==> config.mk <==
export PLATFORM = sky130hd
export DESIGN_NAME = double_exponential_smoother
export DESIGN_NICKNAME = d
export VERILOG_FILES = /design/src/hdl/des_pkg.sv /design/src/hdl/double_exponential_smoother.sv
export SDC_FILE = /design/constraint.sdc
export NUM_CORES = 2
export LEC_CHECK = 0
export ABC_AREA = 0
export BUFFER_PORTS_ARGS = -buffer_cell sky130_fd_sc_hd__buf_2
export CORE_MARGIN = 4
export CORE_UTILIZATION = 55
export CTS_CLUSTER_SIZE = 40
export DETAILED_ROUTE_END_ITERATION = 12
export GPL_TIMING_DRIVEN = 0
export PLACE_DENSITY = 0.71
export SETUP_SLACK_MARGIN = 0.3
export SLEW_MARGIN = 40
export SYNTH_ARGS = -nofsm -noshare
export SYNTH_HDL_FRONTEND = slang
export SYNTH_SLANG_ARGS = --single-unit
==> constraint.sdc <==
create_clock -name clk -period 23.9 [get_ports clk]
set_clock_uncertainty 0.2 [all_clocks]
set_input_delay 2.39 -clock clk [delete_from_list [all_inputs] [get_ports clk]]
set_output_delay 2.39 -clock clk [all_outputs]
set_load 0.02 [all_outputs]
==> src/hdl/des_pkg.sv <==
// Shared types and constants for the double exponential smoother.
// Holds the sequencer state encoding, series phase codes and register indexes.
// No dependencies.
`timescale 1ns / 1ps
`default_nettype none

package des_pkg;

  // Width of the level and trend estimates (sample units, Q32.0)
  localparam int EST_BITS = 32;

  // Configuration register indexes
  localparam logic REG_LEVEL_GAIN = 1'b0;
  localparam logic REG_TREND_GAIN = 1'b1;

  // Series phase codes
  localparam logic [1:0] PH_FIRST  = 2'd0;
  localparam logic [1:0] PH_SECOND = 2'd1;
  localparam logic [1:0] PH_RUN    = 2'd2;

  // Sequencer states, one-hot
  typedef enum logic [7:0] {
    ST_IDLE  = 8'b0000_0001,
    ST_MUL_A = 8'b0000_0010,
    ST_MUL_B = 8'b0000_0100,
    ST_LVL   = 8'b0000_1000,
    ST_MUL_C = 8'b0001_0000,
    ST_MUL_D = 8'b0010_0000,
    ST_TRD   = 8'b0100_0000,
    ST_FIN   = 8'b1000_0000
  } seq_state_t;

endpackage

`default_nettype wire

==> src/hdl/double_exponential_smoother.sv <==
// Holt double exponential smoother, top level.
// Depends on des_pkg (state encoding, phase codes, register indexes).
// One shared signed multiplier is stepped by a small sequencer.
`timescale 1ns / 1ps
`default_nettype none

// Smooths a stream of signed samples and returns one smoothed level per sample.
// A sample with tuser set starts a new series; so does the first sample after
// reset. The first sample of a series is returned as the level, the second one
// seeds the trend with the difference of the two samples. From then on the
// level and trend follow the Holt update with gains alpha (register 0) and
// beta (register 1), both fixed point with GAIN_FRAC_BITS fraction bits where
// 1.0 is 2^GAIN_FRAC_BITS; larger values clamp to 1.0, both reset to 0.5.
// Each update rounds to nearest (ties up) and saturates to 32 bits; the output
// saturates to the sample range. A first or second sample of a series goes
// straight to the final step; a running sample sends its four products one
// per cycle through the single multiplier, with a rounding step after each
// pair, and then a final step that loads the output register once it is free.
// The input takes the next transfer once the result is in the output register,
// so a result waiting on out_tready stalls only the following sample's
// completion, not its transfer.
module double_exponential_smoother
  import des_pkg::*;
#(
  parameter int SAMPLE_BITS    = 24,
  parameter int GAIN_FRAC_BITS = 16
) (
  input  wire                            clk,
  input  wire                            rst_n,
  // configuration write port
  input  wire                            cfg_we,
  input  wire                            cfg_index,
  input  wire  [GAIN_FRAC_BITS:0]        cfg_data,
  // sample stream
  input  wire                            in_tvalid,
  output logic                           in_tready,
  input  wire  [((SAMPLE_BITS+7)/8)*8-1:0] in_tdata,  // [SAMPLE_BITS-1:0] sample
  input  wire                            in_tuser,  // series_start
  // smoothed level stream
  output logic                           out_tvalid,
  input  wire                            out_tready,
  output logic [((SAMPLE_BITS+7)/8)*8-1:0] out_tdata  // [SAMPLE_BITS-1:0] smoothed_level
);

  localparam int GW = GAIN_FRAC_BITS + 1;      // gain register width
  localparam int AW = GAIN_FRAC_BITS + 2;      // multiplier gain operand, signed
  localparam int BW = EST_BITS + 1;            // multiplier value operand, signed
  localparam int PW = AW + BW;                 // product width
  localparam int SW = PW + 1;                  // sum of two products
  localparam int RW = SW - GAIN_FRAC_BITS;     // after the rounding shift
  localparam int DW = ((SAMPLE_BITS + 7) / 8) * 8;

  localparam logic [GW-1:0] GAIN_ONE  = {1'b1, {GAIN_FRAC_BITS{1'b0}}};
  localparam logic [GW-1:0] GAIN_HALF = {2'b01, {(GAIN_FRAC_BITS-1){1'b0}}};
  localparam logic [SW-1:0] RND_HALF  = SW'(GAIN_HALF);

  // Saturate a wide signed value to the estimate width.
  function automatic logic signed [EST_BITS-1:0] sat_est(input logic signed [RW-1:0] v);
    logic [RW-EST_BITS:0] upper;
    upper = v[RW-1:EST_BITS-1];
    if (&upper || ~|upper) begin
      return v[EST_BITS-1:0];
    end else if (v[RW-1]) begin
      return {1'b1, {(EST_BITS-1){1'b0}}};
    end else begin
      return {1'b0, {(EST_BITS-1){1'b1}}};
    end
  endfunction

  // Saturate an estimate to the sample range.
  function automatic logic signed [SAMPLE_BITS-1:0] sat_smp(
    input logic signed [EST_BITS-1:0] v
  );
    logic [EST_BITS-SAMPLE_BITS:0] upper;
    upper = v[EST_BITS-1:SAMPLE_BITS-1];
    if (&upper || ~|upper) begin
      return v[SAMPLE_BITS-1:0];
    end else if (v[EST_BITS-1]) begin
      return {1'b1, {(SAMPLE_BITS-1){1'b0}}};
    end else begin
      return {1'b0, {(SAMPLE_BITS-1){1'b1}}};
    end
  endfunction

  // Clamp a written gain to 1.0.
  function automatic logic [GW-1:0] clamp_gain(input logic [GW-1:0] g);
    return (g > GAIN_ONE) ? GAIN_ONE : g;
  endfunction

  // ---------------------------------------------------------------------------
  // Registers
  // ---------------------------------------------------------------------------
  seq_state_t                  state_r, state_nxt;
  logic [1:0]                  phase_r, phase_nxt;
  logic [GW-1:0]               alpha_r, beta_r;
  logic signed [EST_BITS-1:0]  level_r, level_nxt;
  logic signed [EST_BITS-1:0]  trend_r, trend_nxt;
  logic signed [EST_BITS-1:0]  prev_r, prev_nxt;     // level before this update
  logic signed [SAMPLE_BITS-1:0] x_r, x_nxt;         // held sample
  logic signed [PW-1:0]        prod_r, prod_nxt;     // multiplier output register
  logic signed [PW-1:0]        acc_r, acc_nxt;       // first product of a pair
  logic                        out_valid_r, out_valid_nxt;
  logic signed [SAMPLE_BITS-1:0] out_level_r, out_level_nxt;

  // ---------------------------------------------------------------------------
  // Shared multiplier and rounding
  // ---------------------------------------------------------------------------
  logic [GW-1:0]              mul_gain;
  logic signed [AW-1:0]       mul_a;
  logic signed [BW-1:0]       mul_b;
  logic signed [SW-1:0]       pair_sum;
  logic signed [EST_BITS-1:0] pair_rnd;
  logic signed [SAMPLE_BITS-1:0] in_sample;
  logic signed [BW-1:0]       first_diff;
  logic                       in_xfer;
  logic                       out_xfer;

  assign in_sample = in_tdata[SAMPLE_BITS-1:0];
  assign in_tready = (state_r == ST_IDLE);
  assign in_xfer   = in_tvalid && in_tready;
  assign out_xfer  = out_valid_r && out_tready;

  // Pick the operands for the current step of the update.
  always_comb begin
    mul_gain = alpha_r;
    mul_b    = BW'(x_r);
    case (state_r)
      ST_MUL_A: begin
        mul_gain = alpha_r;
        mul_b    = BW'(x_r);
      end
      ST_MUL_B: begin
        mul_gain = GAIN_ONE - alpha_r;
        mul_b    = BW'(level_r) + BW'(trend_r);
      end
      ST_MUL_C: begin
        mul_gain = beta_r;
        mul_b    = BW'(level_r) - BW'(prev_r);
      end
      ST_MUL_D: begin
        mul_gain = GAIN_ONE - beta_r;
        mul_b    = BW'(trend_r);
      end
      default: begin
        mul_gain = alpha_r;
        mul_b    = BW'(x_r);
      end
    endcase
  end

  assign mul_a    = $signed({1'b0, mul_gain});
  assign pair_sum = SW'(acc_r) + SW'(prod_r) + $signed(RND_HALF);
  // floor after adding half: round to nearest, ties toward plus infinity
  assign pair_rnd = sat_est(pair_sum[SW-1:GAIN_FRAC_BITS]);

  // Seed trend for the second sample of a series.
  assign first_diff = BW'(in_sample) - BW'(level_r);

  // ---------------------------------------------------------------------------
  // Sequencer
  // ---------------------------------------------------------------------------
  always_comb begin
    state_nxt     = state_r;
    phase_nxt     = phase_r;
    level_nxt     = level_r;
    trend_nxt     = trend_r;
    prev_nxt      = prev_r;
    x_nxt         = x_r;
    prod_nxt      = prod_r;
    acc_nxt       = acc_r;
    out_valid_nxt = out_valid_r;
    out_level_nxt = out_level_r;

    // drop the result once the consumer takes it
    if (out_xfer) begin
      out_valid_nxt = 1'b0;
    end

    case (state_r)
      ST_IDLE: begin
        if (in_xfer) begin
          x_nxt    = in_sample;
          prev_nxt = level_r;
          if (in_tuser || phase_r == PH_FIRST) begin
            // start of a series: level takes the sample, trend clears
            level_nxt = EST_BITS'(in_sample);
            trend_nxt = '0;
            phase_nxt = PH_SECOND;
            state_nxt = ST_FIN;
          end else if (phase_r == PH_SECOND) begin
            trend_nxt = sat_est(RW'(first_diff));
            level_nxt = EST_BITS'(in_sample);
            phase_nxt = PH_RUN;
            state_nxt = ST_FIN;
          end else begin
            state_nxt = ST_MUL_A;
          end
        end
      end
      ST_MUL_A: begin
        prod_nxt  = mul_a * mul_b;
        state_nxt = ST_MUL_B;
      end
      ST_MUL_B: begin
        acc_nxt   = prod_r;
        prod_nxt  = mul_a * mul_b;
        state_nxt = ST_LVL;
      end
      ST_LVL: begin
        level_nxt = pair_rnd;
        state_nxt = ST_MUL_C;
      end
      ST_MUL_C: begin
        prod_nxt  = mul_a * mul_b;
        state_nxt = ST_MUL_D;
      end
      ST_MUL_D: begin
        acc_nxt   = prod_r;
        prod_nxt  = mul_a * mul_b;
        state_nxt = ST_TRD;
      end
      ST_TRD: begin
        trend_nxt = pair_rnd;
        state_nxt = ST_FIN;
      end
      ST_FIN: begin
        // hold until the output register is free
        if (!out_valid_r || out_tready) begin
          out_valid_nxt = 1'b1;
          out_level_nxt = sat_smp(level_r);
          state_nxt     = ST_IDLE;
        end
      end
      default: begin
        state_nxt = ST_IDLE;
      end
    endcase
  end

  always_ff @(posedge clk) begin
    if (!rst_n) begin
      state_r     <= ST_IDLE;
      phase_r     <= PH_FIRST;
      level_r     <= '0;
      trend_r     <= '0;
      out_valid_r <= 1'b0;
      alpha_r     <= GAIN_HALF;
      beta_r      <= GAIN_HALF;
    end else begin
      state_r     <= state_nxt;
      phase_r     <= phase_nxt;
      level_r     <= level_nxt;
      trend_r     <= trend_nxt;
      out_valid_r <= out_valid_nxt;
      if (cfg_we) begin
        case (cfg_index)
          REG_LEVEL_GAIN: alpha_r <= clamp_gain(cfg_data);
          REG_TREND_GAIN: beta_r  <= clamp_gain(cfg_data);
          default: begin
          end
        endcase
      end
    end
  end

  // payload registers, no reset
  always_ff @(posedge clk) begin
    prev_r      <= prev_nxt;
    x_r         <= x_nxt;
    prod_r      <= prod_nxt;
    acc_r       <= acc_nxt;
    out_level_r <= out_level_nxt;
  end

  assign out_tvalid = out_valid_r;
  assign out_tdata  = DW'($unsigned(out_level_r));

endmodule

`default_nettype wire

-- Word level (Yosys, flattened, before mapping)
Index checks and enable logic that the tools add are counted.
- register bits: 291
- bits of input ports: 48
- output and inout port bits: 26
- word-level logic and storage cells: 92
- $add $sub $neg: 7
- multipliers: 1
- $lt $le $gt $ge: 1
- eq/ne operators: 12
- muxes and demuxes: 27
- bitwise operators: 1
- reductions and logical operators: 31
- operators by type and width (operator ; count):
    2-to-1 mux 32 bit ; 10
    one-hot mux 32 bit (2 select lines) ; 2
    one-hot mux 33 bit (3 select lines) ; 1
    one-hot mux 8 bit (8 select lines) ; 1
    adder 51 x 51 -> 52 bit ; 1
    adder 52 x 17 -> 52 bit (second input constant) ; 1
    multiplier 18 x 33 -> 51 bit ; 1
    one-hot mux 17 bit (3 select lines) ; 1
    2-to-1 mux 24 bit ; 2
    subtractor 17 bit (first input constant) ; 2
    adder 32 x 32 -> 33 bit ; 1
    subtractor 24 x 32 -> 33 bit ; 1
    subtractor 32 x 32 -> 33 bit ; 1
    2-to-1 mux 8 bit ; 4
    greater-than comparator 17 bit (second input constant) ; 1
    2-to-1 mux 17 bit ; 1
    AND reduction 2 bit ; 6
    AND reduction 3 bit ; 3
    AND reduction 9 bit ; 1
    OR reduction 9 bit ; 1
    equality test 8 x 1 -> 1 bit (second input constant) ; 1
    equality test 8 x 2 -> 1 bit (second input constant) ; 1
    equality test 8 x 3 -> 1 bit (second input constant) ; 1
    equality test 8 x 4 -> 1 bit (second input constant) ; 1
    20 further kinds ; 34

-- Depth between registers and ports, before layout
- depth in word-level cells: 9
- depth in mapped cells: 46
- gate-level depth less buffers: 43

-- Worst setup path after synthesis
OpenSTA, ideal clock, no wires.
- kind: reg-to-reg
- start: register state_r[0]
- end: register prod_r[50] (data pin)
- library setup time: 0.258 ns
- arrival time: 10.418 ns
- required time: 23.442 ns
- path slack: 13.024 ns
- cell stages (with the launch flop): 45
- path buffers: 4
- clock period less this slack: 10.876 ns
- cells stage by stage: dfxtp_1 > nor4_1 > and4b_1 > clkbuf_1 > buf_1 > clkbuf_1 > nand2_1 > o21ai_0 > ha_1 > inv_1 > fa_1 > a21o_1 > a21oi_1 > nor2b_1 > o21ai_0 > a21oi_1 > a21o_1 > a21oi_1 > [9 not listed] > fa_1 > inv_1 > fa_1 > inv_1 > fa_1 > inv_1 > fa_1 > ha_1 > nand4_1 > or4b_2 > a211oi_1 > o211a_1 > nor2_1 > o21ai_0 > nand3_1 > a21oi_1 > o22a_1 > xnor2_1
- longest elaborated chain between the ends: 3
- elaborated cells between the ends (all ways): 6
- those cells by class: mul: 1; eq/ne: 3; mux: 2
- RTL lines (element ; RTL line ; text):
    start: declaration ; double_exponential_smoother.sv:93 ; seq_state_t state_r, state_nxt;
    start signal: assignment ; double_exponential_smoother.sv:250 ; state_r <= state_nxt;
    equality test 8 x 6 -> 1 bit (tied with other cells) ; double_exponential_smoother.sv:127, double_exponential_smoother.sv:179 ;
    one-hot mux 17 bit (3 select lines) / one-hot mux 33 bit (3 select lines) (equally long branches) ; double_exponential_smoother.sv:127 ; case (state_r)
    multiplier 18 x 33 -> 51 bit (*) ; - ;
    end signal: assignment ; double_exponential_smoother.sv:270 ; prod_r <= prod_nxt;
    end: declaration ; double_exponential_smoother.sv:100 ; logic signed [PW-1:0] prod_r, prod_nxt;
Mark *: on every way between the ends. The rest lies on a longest branch, timed or not.
A chain may end at the register's enable or synchronous reset.

-- Worst setup path after layout
Ends and elaborated chain as after synthesis.

==> results <==
- The run finished with clean final reports.
- IR analysis of the VDD net gives a maximum drop of approximately 66 uV.
- The min-delay analysis places its worst path in the category reg2reg.
- The initial antenna violation count is 2.
- The area share of fa/ha/maj cells after synthesis is a little over a third.
- Counting every sink on the clock net gives slightly below 300.
- The actual transition at the worst max-transition pin is slightly below 1000 ps.
- The main flop type after synthesis is edfxtp_1.
- In the synthesized netlist, the number of instances is about 4400.
- The initial utilization of the core area, before any placement, comes to a little under three fifths.
- The total design power is roughly 2.1 mW.
- During I/O placement, the number of pins put on the boundary was 74.
- The die height is between 200 and 300 um.
- The post-synthesis share of cell area spent on xor and xnor gates is under 10%.
- The portion of synthesized area spent on multiplexers is 0.453%.
- The final critical path takes up between 50 and 60% of the cycle.
- Buffers inserted to repair hold after CTS numbered 0.
- The fraction of final layout cells sized beyond drive strength 1 is 5.08%.
- Among the stages of the critical path, the cell type that occurs most often is fa_1.
- The endpoint class of the critical path is a register.
- The number of vias after detailed routing is roughly 33000.
- The number of global-route vias before repair is between 30000 and 40000.
- The launch point of the worst hold path is prod_r[26]$_DFFE_PP_.
- The data arrival at the endpoint of the critical path is around 14000 ps.
- The total global-route track usage is around 33%.
- The DRC violations left is 0.
- Yosys printed 0 warnings.
- The library cells used most frequently in the layout, excluding fill and tap cells, are inv_1 (682), fa_1 (532), nand2_1 (476).
- A synthesized cell averages about 8.8 um^2.
- The number of enable flip-flop cells after synthesis is between 150 and 200.
- The global-route wire length before repair is between 150000 and 200000 um.
- The library cell used most frequently in the layout, excluding fill and tap cells, is inv_1.
- The count of max-cap constraint violations is 0.
- The TritonCTS clock tree is done.
- The average wire per cell in the routed design is 22.1 um.
- The final count of pins violating max slew came to 0.
- In the routed layout, each cell is associated on average with a via count of about 6.
- The count of input and output buffers is 72.
- Counting instances, the worst hold path has a depth of 0.
- Summing every instance area after synthesis gives 38900 um^2.
- The aggregate routed wire length is around 120000 um.
- The number of synthesized register bits is 291.
- After synthesis, the largest family of logic cells by area is adder cells.
- Summed over all layers, the global routing overflow is 0.
- The synthesized netlist devotes between 10% and 20% of its cell area to simple gates.
- Once the clock tree was built, the resizer swapped 0 gates to a different size.
- Of all nets on the critical path, the largest fanout is 10.
- For the finished layout, the period the worst path requires is 13920 ps.
- The first-pass detailed-route iteration total is 7.
- The register-to-register path setup slack is 9980 ps.
- The critical path class is reg2reg.
- The startpoint identified for the worst register-to-register timing path is state_r[0]$_SDFFE_PN1P_.
- The number of levels the H-tree was split into is 1.
- Entering global routing, the biggest net connects 41 pins.
- In the final design database the tool counted approximately 5400 nets.
- The number of cell instances on the worst register-to-register path is between 40 and 50.
- The count of routing violations after the opening detailed-route iteration is 3313.
- Of the synthesized area, sequential elements account for 19.7%.
- At the end of routability-driven placement, the weighted congestion stood at 0.976.
- The total CTS buffers is 30.
- Once the clock tree was built, the setup fixing pass inserted 0 buffers.
- The final-layout setup total negative slack is 0 ps.
- STA classifies the critical path startpoint as a register.
- On the critical path, the stage with the largest delay is an instance of or4b_2.
- Setup violations remaining at the end of the flow were counted as 0.
- The total power divided by cell area is 49.0 nW/um^2.
- Setup repair after global routing left no endpoint under its margin.
- The final number of hold-violating endpoints is 0.
- Fill cells in the final layout number roughly 6400.
- The post-detailed-placement half-perimeter wirelength is just over 100000 um.
- The clock latency reported for the late side of the worst-skew pair is around 590 ps.
- On the worst path, the slowest cell contributes a delay of slightly below 800 ps.
- Derived from the worst setup path, the maximum achievable clock frequency is 71.8 MHz.
- The net count of the mapped netlist is between 5000 and 6000.
- The largest total area in the synthesized netlist belongs to fa_1.
- At the worst endpoint, the required time is roughly 24000 ps.
- The overall die area is 75100 um^2.
- For hold timing, the worst endpoint is acc_r[26]$_DFFE_PN_.
- Headroom to the max-slew limit came out at between 30% and 40%.
- The clock passes through at most 3 buffers.
- The clock transition time at the flip-flop clock pins of the worst setup and hold paths is ~80 ps.
- The core region is ~70000 um^2.
- The detail route stage leaves a number of antenna-violating nets equal to 0.
- The synthesized netlist devotes between 15 and 20% of its cell area to compound gates.
- The fraction of post-synthesis cell area in the top cell type by area is between 20% and 30%.
- The die is 274 um wide.
- In the synthesized netlist the async set-or-reset flop fraction comes to 0%.
- The worst reg2reg path endpoint is prod_r[50]$_DFFE_PP_.
- In the post-synthesis netlist, the biggest area contributors are fa_1 (27%), edfxtp_1 (14%), ha_1 (9.2%).
- The cell sitting at the root of the clock tree is a clkbuf_16.
- In this run the core area contains between 90 and 100 standard-cell rows.
- Counting distinct cell types in the post-synthesis netlist gives 83.
- For this design the static power due to leakage is around 19 nW.
- The area added between synthesis and finish is 8.00%.
[metal layers]
layer	global-route usage (%)	wire, um	up-vias
li1	-	-	15014
met1	43.1	48500	16187
met2	52.9	56500	1480
met3	5.52	10300	362
met4	14.9	7170	2
met5	0	19	-
[final cells by class]
cell class	instances	area [um^2]	area share (%)
Inverter	682	2560	6.09
Sequential cell	291	7650	18.2
Clock buffer	42	847	2.02
Multi-Input combinational cell	3254	28200	67.1
Antenna cell	5	12.5	0.0298
Clock inverter	14	160	0.381
Buffer	213	845	2.01
Timing Repair Buffer	93	568	1.35
Tap cell	940	1180	2.80
[power breakdown]
group	internal, mW	switching, mW	total [mW]
combinational	0.367	0.591	0.958
clock	0.280	0.211	0.492
sequential	0.583	0.0274	0.610
[through the flow]
stage	area, um^2	hold slack, ps	std cells	setup slack [ps]	util, %
finish	42000	252	5534	9980	60.0
global route	42000	260	5529	9250	60.0
CTS	42000	257	5525	10190	59.9
detailed placement	41000	248	5469	10210	58.5
global placement	40400	235	5452	10040	57.8
floorplan	38900	226	4440	13020	-
[critical path: cells and delay by family (launching register included)]
kind / cells / cell delay (ps)
buffers and inverters: 10 / 2570
xor gates and xnor gates: 2 / 250
AOI/OAI and AO/OA: 14 / 3700
DFF: 1 / 340
and+or+nand+nor: 9 / 2540
adders and majority gates: 9 / 4060
[kinds of logic after synthesis]
family          count (synthesis)
mux                            17
fa+ha+maj                     821
simple gates                 1324
compound gates                938
xor+xnor                      154
buf+inv                       895
flops                         291
[registers in the layout (all words and copies together) (netlist names)]
signal	cells
acc_r	51
prod_r	51
level_r	32
prev_r	32
trend_r	32
out_tdata	24
x_r	24
alpha_r	17
beta_r	17
state_r	8
phase_r	2
out_tvalid	1
[how the worst max path moves through the flow]
| stage | from | to | slack (ps) | depth (start not counted) |
|---|---|---|---|---|
| 2_1_floorplan | state_r[0]$_SDFFE_PN1P_ | prod_r[50]$_DFFE_PP_ | 13020 | 44 |
| 3_3_place_gp | state_r[0]$_SDFFE_PN1P_ | prod_r[50]$_DFFE_PP_ | 10040 | 44 |
| 3_5_place_dp | state_r[0]$_SDFFE_PN1P_ | prod_r[50]$_DFFE_PP_ | 10210 | 44 |
| 4_1_cts | state_r[0]$_SDFFE_PN1P_ | prod_r[50]$_DFFE_PP_ | 10190 | 44 |
| 6_report | state_r[0]$_SDFFE_PN1P_ | prod_r[50]$_DFFE_PP_ | 9980 | 44 |
| 5_1_grt | state_r[0]$_SDFFE_PN1P_ | prod_r[50]$_DFFE_PP_ | 9250 | 44 |
[cells in the mapped netlist, drive strengths merged (17+ instances only)]
master / count
inv: 682
ha: 286
clkbuf: 196
a31oi: 37
a221oi: 28
a21oi: 267
and3: 34
or3: 24
nand2: 478
nand3: 104
edfxtp: 182
xor2: 60
nor3: 67
o31ai: 21
nor2b: 29
a21boi: 47
nand4: 25
o21a: 30
nand2b: 33
a221o: 19
o21ai: 227
a21o: 97
a211oi: 30
fa: 532
o21bai: 22
dfxtp: 109
nor2: 364
buf: 17
xnor2: 94
and2: 68
nor4: 35
No activity file was read; power rests on OpenSTA's default activity.
